File: src/rtl/txchk_pkg.sv
package txchk_pkg;

  localparam int COUNT_WIDTH_DEF = 32;

  localparam int Q_DEPTH = 3;
  localparam int Q_CNT_W = 2;

  localparam logic [3:0] KIND_TRAIL   = 4'd0;
  localparam logic [3:0] KIND_BELL    = 4'd1;
  localparam logic [3:0] KIND_BS      = 4'd2;
  localparam logic [3:0] KIND_FF      = 4'd3;
  localparam logic [3:0] KIND_CR      = 4'd4;
  localparam logic [3:0] KIND_VT      = 4'd5;
  localparam logic [3:0] KIND_DEL     = 4'd6;
  localparam logic [3:0] KIND_ODD     = 4'd7;
  localparam logic [3:0] KIND_HIGH    = 4'd8;
  localparam logic [3:0] KIND_UNTERM  = 4'd9;
  localparam logic [3:0] KIND_SUMMARY = 4'd10;

  localparam logic [7:0] CH_TAB = 8'h09;
  localparam logic [7:0] CH_NL  = 8'h0A;
  localparam logic [7:0] CH_VT  = 8'h0B;
  localparam logic [7:0] CH_FF  = 8'h0C;
  localparam logic [7:0] CH_CR  = 8'h0D;
  localparam logic [7:0] CH_BEL = 8'h07;
  localparam logic [7:0] CH_BS  = 8'h08;
  localparam logic [7:0] CH_SP  = 8'h20;
  localparam logic [7:0] CH_DEL = 8'h7F;

  localparam logic MODE_DATA = 1'b0;
  localparam logic MODE_EOS  = 1'b1;

  typedef struct packed {
    logic       mode;
    logic [7:0] data_byte;
  } in_item_t;

  typedef struct packed {
    logic [3:0]  kind;
    logic [31:0] line_number;
    logic [7:0]  char_code;
    logic [31:0] total_chars;
    logic [31:0] newline_total;
    logic [31:0] space_total;
    logic [31:0] tab_total;
    logic [31:0] bad_control_total;
    logic [31:0] non_ascii_total;
    logic        last;
  } out_item_t;

  typedef struct packed {
    logic a_vld;
    logic b_vld;
  } push_ctl_t;

endpackage

File: src/rtl/txchk_res_q.sv
module txchk_res_q (
  input  logic                  clk,
  input  logic                  rst_n,
  input  txchk_pkg::push_ctl_t  push,
  input  txchk_pkg::out_item_t  push_a,
  input  txchk_pkg::out_item_t  push_b,
  output logic                  full,
  output logic                  out_valid,
  input  logic                  out_stall,
  output txchk_pkg::out_item_t  out_data
);

  logic [txchk_pkg::Q_CNT_W-1:0] count_r, count_nxt, base;
  txchk_pkg::out_item_t          q_r   [txchk_pkg::Q_DEPTH];
  txchk_pkg::out_item_t          q_nxt [txchk_pkg::Q_DEPTH];
  logic                          pop;

  assign out_valid = (count_r != '0);
  assign out_data  = q_r[0];
  assign pop       = out_valid && !out_stall;
  assign base      = count_r - txchk_pkg::Q_CNT_W'(pop);
  // room for two pushes only while at most one entry is held
  assign full      = (count_r > txchk_pkg::Q_CNT_W'(1));

  always_comb begin
    for (int i = 0; i < txchk_pkg::Q_DEPTH; i++) begin
      q_nxt[i] = q_r[i];
    end
    if (pop) begin
      for (int i = 0; i < txchk_pkg::Q_DEPTH - 1; i++) begin
        q_nxt[i] = q_r[i+1];
      end
    end
    for (int i = 0; i < txchk_pkg::Q_DEPTH; i++) begin
      if (push.a_vld && base == txchk_pkg::Q_CNT_W'(i)) begin
        q_nxt[i] = push_a;
      end
      if (push.b_vld && (base + txchk_pkg::Q_CNT_W'(1)) == txchk_pkg::Q_CNT_W'(i)) begin
        q_nxt[i] = push_b;
      end
    end
    count_nxt = base + txchk_pkg::Q_CNT_W'(push.a_vld) + txchk_pkg::Q_CNT_W'(push.b_vld);
  end

  always_ff @(posedge clk) begin
    if (!rst_n) begin
      count_r <= '0;
    end else begin
      count_r <= count_nxt;
    end
  end

  always_ff @(posedge clk) begin
    q_r <= q_nxt;
  end

  a_b_needs_a: assert property (@(posedge clk) disable iff (!rst_n)
    push.b_vld |-> push.a_vld)
    else $error("second push without first");

  a_no_overflow: assert property (@(posedge clk) disable iff (!rst_n)
    push.a_vld |-> count_r <= txchk_pkg::Q_CNT_W'(1))
    else $error("push into full queue");

  a_drain: assert property (@(posedge clk) disable iff (!rst_n)
    (pop && !push.a_vld) |=> count_r == $past(count_r) - txchk_pkg::Q_CNT_W'(1))
    else $error("queue count lost track on pop");

endmodule

File: config.mk
export PLATFORM = sky130hd
export DESIGN_NAME = txchk_res_q
export DESIGN_NICKNAME = d
export VERILOG_FILES = /design/src/rtl/txchk_pkg.sv /design/src/rtl/txchk_res_q.sv
export SDC_FILE = /design/constraint.sdc
export NUM_CORES = 1
export LEC_CHECK = 0
export ABC_AREA = 1
export BUFFER_PORTS_ARGS = -buffer_cell sky130_fd_sc_hd__buf_2
export CORE_MARGIN = 2
export CORE_UTILIZATION = 51
export DETAILED_ROUTE_END_ITERATION = 8
export GPL_ROUTABILITY_DRIVEN = 0
export PLACE_DENSITY_LB_ADDON = 0.1
export SLEW_MARGIN = 10
export SYNTH_ARGS = -nofsm -noshare
export SYNTH_HDL_FRONTEND = slang
export SYNTH_SLANG_ARGS = --single-unit
File: constraint.sdc
create_clock -name clk -period 23.5 [get_ports clk]
set_input_delay 4.7 -clock clk [delete_from_list [all_inputs] [get_ports clk]]
set_output_delay 4.7 -clock clk [all_outputs]
set_load 0.02 [all_outputs]
# --- Word-level counts from Yosys, hierarchy flattened ---
# Index checks and enable logic that the tools add are counted.
# W data, S select, Z words.
classes:
  addsub: 4
  reduce_logical: 14
  n_mux: 7
  magnitude_cmp: 1
  n_eq_ne: 4
op_table:
  columns: ["op", "n"]
  rows:
  - ["$mux W237", 6]
  - ["$mux W474", 1]
  - ["$logic_and A1 B1 Y1", 7]
  - ["$reduce_bool A3 Y1", 2]
  - ["$add A2 B1 Y2", 2]
  - ["$eq A2 B1 Y1 const B", 2]
  - ["$eq A2 B2 Y1 const B", 2]
  - ["$logic_not A2 Y1", 2]
  - ["$reduce_bool A2 Y1", 2]
  - ["$add A2 B1 Y2 const B", 1]
  - ["$gt A2 B1 Y1 const B", 1]
  - ["$sub A2 B1 Y2", 1]
  - ["$logic_not A1 Y1", 1]
totals:
  reg_bits: 713

# --- Longest topological paths before layout ---
# Gate-level depths: netlist of run 1.
depth:
  depth_word: 7
  mapped_depth: 14

# --- Least setup slack after synthesis of run 1 ---
# OpenSTA, ideal clock, no wires.
synth_timing:
  path_kind: "input-to-reg"
  start: "in out_stall"
  end: "reg q_r[0] (netlist name) (enable)"
  path_buffers: 2
  setup_slack_ns: 0.185
  arrival_time_ns: 22.152
  stages: 10
  setup_ns: 1.163
  path_cell_list: "inv_1 -> nand2_1 -> inv_1 -> ha_1 -> inv_1 -> nand2_1 -> nand2_2 -> buf_4 -> clkbuf_1 -> o21ai_0"
synth_via:
  elab_chain_len: 7
  word_cells_on_any_way: 9
synth_lines:
  columns: ["element", "line", "text"]
  rows:
  - ["from (decl)", "txchk_res_q.sv:9", "input logic out_stall,"]
  - ["$logic_not A1 Y1 (*)", "txchk_res_q.sv:20", "assign pop = out_valid && !out_stall;"]
  - ["$logic_and A1 B1 Y1 (*)", "txchk_res_q.sv:20", null]
  - ["$sub A2 B1 Y2 (*)", "txchk_res_q.sv:21", "assign base = count_r - txchk_pkg::Q_CNT_W'(pop);"]
  - ["$add A2 B1 Y2", "txchk_res_q.sv:38", "if (push.b_vld && (base + txchk_pkg::Q_CNT_W'(1)) == txchk_pkg::Q_CNT_W'(i)) begin"]
  - ["$eq A2 B2 Y1", "txchk_res_q.sv:38", null]
  - ["$logic_and A1 B1 Y1", "txchk_res_q.sv:38", null]
  - ["$reduce_bool A2 Y1 (no source line) (*)", null, null]
  - ["to (signal assigned)", "txchk_res_q.sv:54", "q_r <= q_nxt;"]
  - ["to (decl)", "txchk_res_q.sv:14", "txchk_pkg::out_item_t q_r [txchk_pkg::Q_DEPTH];"]
# Every way passes the cells marked *; elsewhere a longest branch is shown, timed or not.
# A chain may end at the register's enable or synchronous reset.

# --- Worst setup path in the final report of run 1 ---
layout_timing:
  start: "in out_stall"
  end: "reg q_r, in the netlist out_data[148] (enable)"
layout_via:
  elab_chain_len: 7
  word_cells_on_any_way: 9
layout_lines:
  columns: ["element", "line"]
  rows:
  - ["$logic_not A1 Y1 (*)", "txchk_res_q.sv:20"]
  - ["$logic_and A1 B1 Y1 (*)", "txchk_res_q.sv:20"]
  - ["$sub A2 B1 Y2", "txchk_res_q.sv:21"]
  - ["$add A2 B1 Y2", "txchk_res_q.sv:38"]
  - ["$logic_not A2 Y1", "txchk_res_q.sv:38"]
  - ["$logic_and A1 B1 Y1", "txchk_res_q.sv:38"]
  - ["$reduce_bool A3 Y1 (no source line) (*)", null]
# Marked as above.

==> results of run 1 <==
cells by family after synthesis:
family | Yosys count | synth area share, %
AOI/OAI and AO/OA | 239 | 3.10
xor gates and xnor gates | 1 | 0.0227
adders and majority gates | 2 | 0.0648
buffers and inverters | 1061 | 13.5
DFF | 713 | 55.4
and+or+nand+nor | 2393 | 27.9
power groups by stage:
stage	sequential [W]	combinational, W	clock [W]
floorplan	0.00299	0.00248	0
global placement	0.00272	0.00317	0
detailed placement	0.00272	0.00321	0
CTS	0.00271	0.00321	0.00120
global route	0.00276	0.00350	0.00125
finish	0.00271	0.00323	0.00119
metal layers:
metal  part of all wire (%)  global-route usage [%]  vias up
met5                  0.082                       0        -
li1                       -                       -    15200
met2                     47                    48.6     1938
met1                     39                    41.6    15500
met3                    9.6                    5.25      288
met4                    4.7                    15.1       18
through the flow:
stage,utilization (%),hold slack [ns]
floorplan,-,0.528
global placement,54.2,0.533
detailed placement,54.2,0.538
CTS,57.4,0.545
global route,57.4,0.558
finish,57.5,0.546
critical path, cell delays in order:
cell	delay, ns
buf_2	0.07
inv_1	0.03
nand2_1	0.17
inv_1	0.07
ha_1	0.39
nor2_4	0.36
buf_4	0.87
nand2_4	0.67
nand3_4	0.95
buf_4	0.79
buf_4	0.82
area by class of cell:
class / instances / area [um2] / area share, %
antenna: 16 / 40.0 / 0.0933
clock buffer: 98 / 2070 / 4.82
clock inverter: 40 / 312 / 0.726
inverter: 485 / 1840 / 4.28
multi-input combinational: 2635 / 12100 / 28.3
sequential: 713 / 21400 / 49.8
tap: 969 / 1210 / 2.83
timing repair buffer: 755 / 3920 / 9.14
cells in the mapped netlist (all sizes together):
master / instances / area share [%]
buf: 498 / 8.0
clkbuf: 78 / 0.76
ha: 2 / 0.065
a21oi: 237 / 3.1
nand3: 1425 / 18
nor3: 1 / 0.013
o21ai: 2 / 0.026
nor2: 240 / 2.4
clkinv: 1 / 0.0097
edfxtp: 711 / 55
dfxtp: 2 / 0.10
inv: 484 / 4.7
nand2: 727 / 7.1
xnor2: 1 / 0.023
worst paths after layout:
| path | endpoint |
|---|---|
| setup / recovery | out_data[148]$_DFFE_PP_ |
| hold / removal | out_data[192]$_DFFE_PP_ |
| setup reg to reg | out_data[148]$_DFFE_PP_ |
| hold reg to reg | out_data[192]$_DFFE_PP_ |
sequential cells by signal (all words and copies together) (netlist names):
signal,flops
q_r,474
out_data,237
count_r,2
==> metrics.md, run 1 <==
| Metric | Value |
|---|---|
| CP arrival | 9.99 ns |
| Final ANT Viol Nets | 0 |
| First-pass GRT wire length | 186,000 um |
| Part of the cycle the worst path needs | 41.5% |
| Skew-Pair Late Insertion Delay | 0.63 ns |
| PortBufs | 717 |
| Max-Cap Viols | 0 |
| Outcome | finished, final reports clean |
| Post-Route WL | 125,000 um |
| Vias | 32,900 |
| Worst Tran Pin Value | 1.27 ns |
| Post-CTS setup buffer count | 0 |
| Vias per cell | 5.76 |
| Post-Layout Cell Count | 5,711 |
| WL per Instance | 22.0 um |
| Lkg Pwr | 19.5 nW |
| Clock power share | 16.7% |
| Area of the die | 0.0779 mm2 |
| Switching power | 0.00314 W |
| Combinational Power Share | 45.3% |
| Final hold violations | 0 |
| Iter 0 DRT Violations | 3,777 |
| Placed Instance Area | 0.0405 mm2 |
| Seq/Total Area, Yosys | 55.4% |
| Clk_skew | 0.0223 ns |
| Hold path depth | 2 |
| FF-to-FF setup slack | 17.44 ns |
| Worst-path fanout max | 72 |
| Ratio of cells with drive above 1 in the final layout | 18.6% |
| Root buffer cell | clkbuf_16 |
| Unrepaired setup endpoints after global routing | no |
| Flop pwr share | 38.0% |
| Number of fill cells | 6,662 |
| Crit. End Element | flop |
| CP required | 23.74 ns |
| Initial antenna violation count | 22 |
| # H-tree levels | 3 |
| Die height | 279 um |
| Total grt overflow | 0 |
| Vias in the first global route | 29,900 |
| CTS Buffer Depth | 3 |
| Final setup viols | 0 |
| Library cells used by synthesis | 20 |
| Num rows | 100 |
| Placed cell count | 5,557 |
| First-pass iteration count of the detailed router | 6 |
| Setup WS pre-CTS | 13.06 ns |
| Critical path class | input pin to flop |
| Peak supply drop | 0.000203 V |
| Setup TNS | 0 ns |
| FF-to-FF Start | count_r[1]$_SDFF_PN0_ |
| CORE AREA | 0.0747 mm2 |
| Min Clock Period, post-route | 9.75 ns |
| Total GRT Usage | 30.9% |
| Cells after synthesis | 4,409 |
| # DRC | 0 |
| Synth Register Bits | 713 |
| Sw frac | 44.1% |
| Pwr dens | 166 mW/mm2 |
| CTS resizes | 0 |
| Clock sinks | 713 |
| Largest net degree at the start of global routing | 209 |
| Reg clk slew, reported paths | 0.06 ns |
| Fmax achieved | 103 MHz |
| Final instance area | 0.0429 mm2 |
| Synthesized cell area | 0.0386 mm2 |
| Setup ws final | 13.75 ns |
| Post-Syn Nets | 4,890 |
| Most frequent cells in the layout | 1,422 x nand3_1, 721 x nand2_1, 717 x buf_2 |
| CP Launch Point | out_stall |
| Chip width | 279 um |
| Hold crit path type | flop to flop |
| Cell Int Power | 0.00399 W |
| Worst Reg-to-Reg Cells | 11 |
| Synth warn | 0 |
| CTS Buf Count | 79 |
| Most common cell after layout, fill and taps aside | nand3_1 |
| Synthesis-to-layout area growth | 11.2% |
| HPWL Detailed | 74,600 um |
| Layout net count | 5,150 |
| Hold Crit Start | q_r[429]$_DFFE_PP_ |
| Max transition margin | 15.6% |
| Post-Syn Area per Cell | 8.76 um2 |
| CTS tree | done |
| Final Max Slew Viols | 0 |
| PnR Total Power | 0.00713 W |
| Startpoint type of the worst setup path | input pin |
| Io pins | 718 |
| Hold-fix buffers, CTS | 0 |
| Initial Util | 51.7% |
No activity file was read; power rests on OpenSTA's default activity.
==> run 2, diff against run 1 <==
Settings changed: CORE_UTILIZATION 51 to 52.
Clock period 23.5 ns to 9.6 ns, I/O delays scaled along.
==> run 2 against run 1 <==
Global-route usage grew 0.66 points. Cell count hardly changed. Design area up 0.22%. Die area decreased by 1.9%. Sequential share of layout area decreased by 0.11 points. Combinational power up 140%. Clock power rose by 150%.
==> metrics.md, run 2 (synthesized netlist as in run 1, its figures left out) <==
| Metric | Value |
|---|---|
| Outcome | finished, final reports clean (unchanged) |
| Most common cell after layout, fill and taps aside | nand3_1 (unchanged) |
| Synthesis-to-layout area growth | 11.4% (was 11.2%) |
| Vias | 33,100 (was 32,900) |
| Vias per cell | 5.79 (was 5.76) |
| Layout net count | 5,151 (was 5,150) |
| Largest net degree at the start of global routing | 193 (was 209) |
| Final setup viols | 0 (unchanged) |
| CTS Buf Count | 79 (unchanged) |
| Die height | 276 um (was 279 um) |
| Critical path class | input pin to flop (unchanged) |
| Startpoint type of the worst setup path | input pin (unchanged) |
| Worst-path fanout max | 136 (was 72) |
| Io pins | 718 (unchanged) |
| CTS resizes | 0 (unchanged) |
| Skew-Pair Late Insertion Delay | 0.63 ns (about the same) |
| Final ANT Viol Nets | 0 (unchanged) |
| Max transition margin | 18.9% (was 15.6%) |
| CTS tree | done (unchanged) |
| Final hold violations | 0 (unchanged) |
| Placed Instance Area | 0.0405 mm2 (about the same) |
| Clk_skew | 0.0208 ns (was 0.0223 ns) |
| Min Clock Period, post-route | 5.82 ns |
| PnR Total Power | 0.0175 W (was 0.00713 W) |
| Post-CTS setup buffer count | 0 (unchanged) |
| Initial Util | 52.7% (was 51.7%) |
| Final instance area | 0.0430 mm2 (was 0.0429 mm2) |
| Critical-path top delay cell | inv_8 (was nand3_4) |
| First-pass iteration count of the detailed router | 6 (unchanged) |
| Iter 0 DRT Violations | 4,079 (was 3,777) |
| Clock sinks | 713 (unchanged) |
| Num rows | 99 (was 100) |
| CORE AREA | 0.0732 mm2 (was 0.0747 mm2) |
| Most frequent cells in the layout | 1,422 x nand3_1, 721 x nand2_1, 717 x buf_2 (unchanged) |
| WL per Instance | 21.9 um (was 22.0 um) |
| First-pass GRT wire length | 189,000 um (was 186,000 um) |
| Ratio of cells with drive above 1 in the final layout | 18.4% (was 18.6%) |
| # DRC | 0 (unchanged) |
| Number of flip-flops in the largest register | 474 (unchanged) |
| Placed cell count | 5,548 (was 5,557) |
| CTS Buffer Depth | 3 (unchanged) |
| Root buffer cell | clkbuf_16 (unchanged) |
| Post-Route WL | 125,000 um (about the same) |
| Fmax achieved | 172 MHz |
| Peak supply drop | 0.000405 V (was 0.000203 V) |
| Final Max Slew Viols | 0 (unchanged) |
| Hold crit path type | flop to flop (unchanged) |
| Setup TNS | 0 ns (unchanged) |
| Number of fill cells | 6,491 (was 6,662) |
| Post-Layout Cell Count | 5,710 (was 5,711) |
| Largest Register | q_r (unchanged) |
| CP arrival | 6.29 ns (was 9.99 ns) |
| Total GRT Usage | 31.6% (was 30.9%) |
| Unrepaired setup endpoints after global routing | no (unchanged) |
| Lkg Pwr | 19.5 nW (about the same) |
| Reg clk slew, reported paths | 0.06 ns (about the same) |
| # H-tree levels | 3 (unchanged) |
| Hold-fix buffers, CTS | 0 (unchanged) |
| PortBufs | 717 (unchanged) |
| Crit. End Element | flop (unchanged) |
| Initial antenna violation count | 32 (was 22) |
| Part of the cycle the worst path needs | 60.6% |
| Worst Tran Pin Value | 1.22 ns (was 1.27 ns) |
| Pwr dens | 407 mW/mm2 (was 166 mW/mm2) |
| Max stage delay on crit path | 0.98 ns (was 0.95 ns) |
| Vias in the first global route | 30,500 (was 29,900) |
| HPWL Detailed | 72,800 um (was 74,600 um) |
| CP required | 10.07 ns (was 23.74 ns) |
| Max-Cap Viols | 0 (unchanged) |
| Crit path top cell by count | nand2_1 (was buf_4) |
| Chip width | 276 um (was 279 um) |
| CP Cell Sequence | buf_2 > inv_1 > nand2_1 > inv_1 > ha_1 > inv_1 > nand2_1 > nand2_8 > nand2_8 > inv_8 > buf_4 > nand2_1 > nand2_1 (was buf_2 > inv_1 > nand2_1 > inv_1 > ha_1 > nor2_4 > buf_4 > nand2_4 > nand3_4 > buf_4 > buf_4) |
| Area of the die | 0.0764 mm2 (was 0.0779 mm2) |
| Total grt overflow | 0 (unchanged) |
-- run 2: cell type report --
type	count	area, um2	area share (%)
sequential	713	21400	49.7
multi-input combinational	2635	12100	28.2
timing repair buffer	756	3960	9.20
clock buffer	101	2120	4.94
inverter	485	1840	4.27
tap	959	1200	2.79
clock inverter	41	324	0.753
antenna	20	50.0	0.116
-- run 2: path summary, 6_finish.rpt --
check | from | end | slack (ns) | cells past startpoint
worst max-delay path | out_stall | q_r[329]$_DFFE_PP_ | 3.78 | 13
worst min-delay path | q_r[375]$_DFFE_PP_ | out_data[138]$_DFFE_PP_ | 0.55 | 2
worst max register to register | count_r[1]$_SDFF_PN0_ | q_r[329]$_DFFE_PP_ | 4.67 | 13
worst min register to register | q_r[375]$_DFFE_PP_ | out_data[138]$_DFFE_PP_ | 0.55 | 2
-- run 2: through the flow --
| stage | hold slack (ns) | utilization [%] | worst slack (ns) |
|---|---|---|---|
| after CTS | 0.550 | 58.7 | 3.70 |
| after floorplan | 0.528 | - | 0.0221 |
| after global placement | 0.533 | 55.3 | 3.10 |
| after detailed placement | 0.539 | 55.3 | 3.06 |
| final | 0.549 | 58.8 | 3.78 |
| after global routing | 0.568 | 58.7 | 3.48 |
-- run 2: metal layers --
metal | up-vias | track usage, % | part of all wire, %
li1 | 15200 | - | -
met1 | 15700 | 43.2 | 39
met2 | 1899 | 48.4 | 46
met3 | 281 | 6.28 | 9.9
met4 | 24 | 15.0 | 4.6
met5 | - | 0 | 0.13
-- run 2: power breakdown --
part           leakage [nW]  switching (W)  internal, W
Sequential             6.84       0.000496      0.00614
Clock                  1.19        0.00128      0.00169
Combinational          11.5        0.00592      0.00200
-- run 2: worst max-delay path: cells and delay by family --
kind	cells	cell delay [ns]
buffers and inverters	6	2.18
adder cells (fa/ha/maj)	1	0.21
AND/OR/NAND/NOR	6	1.87
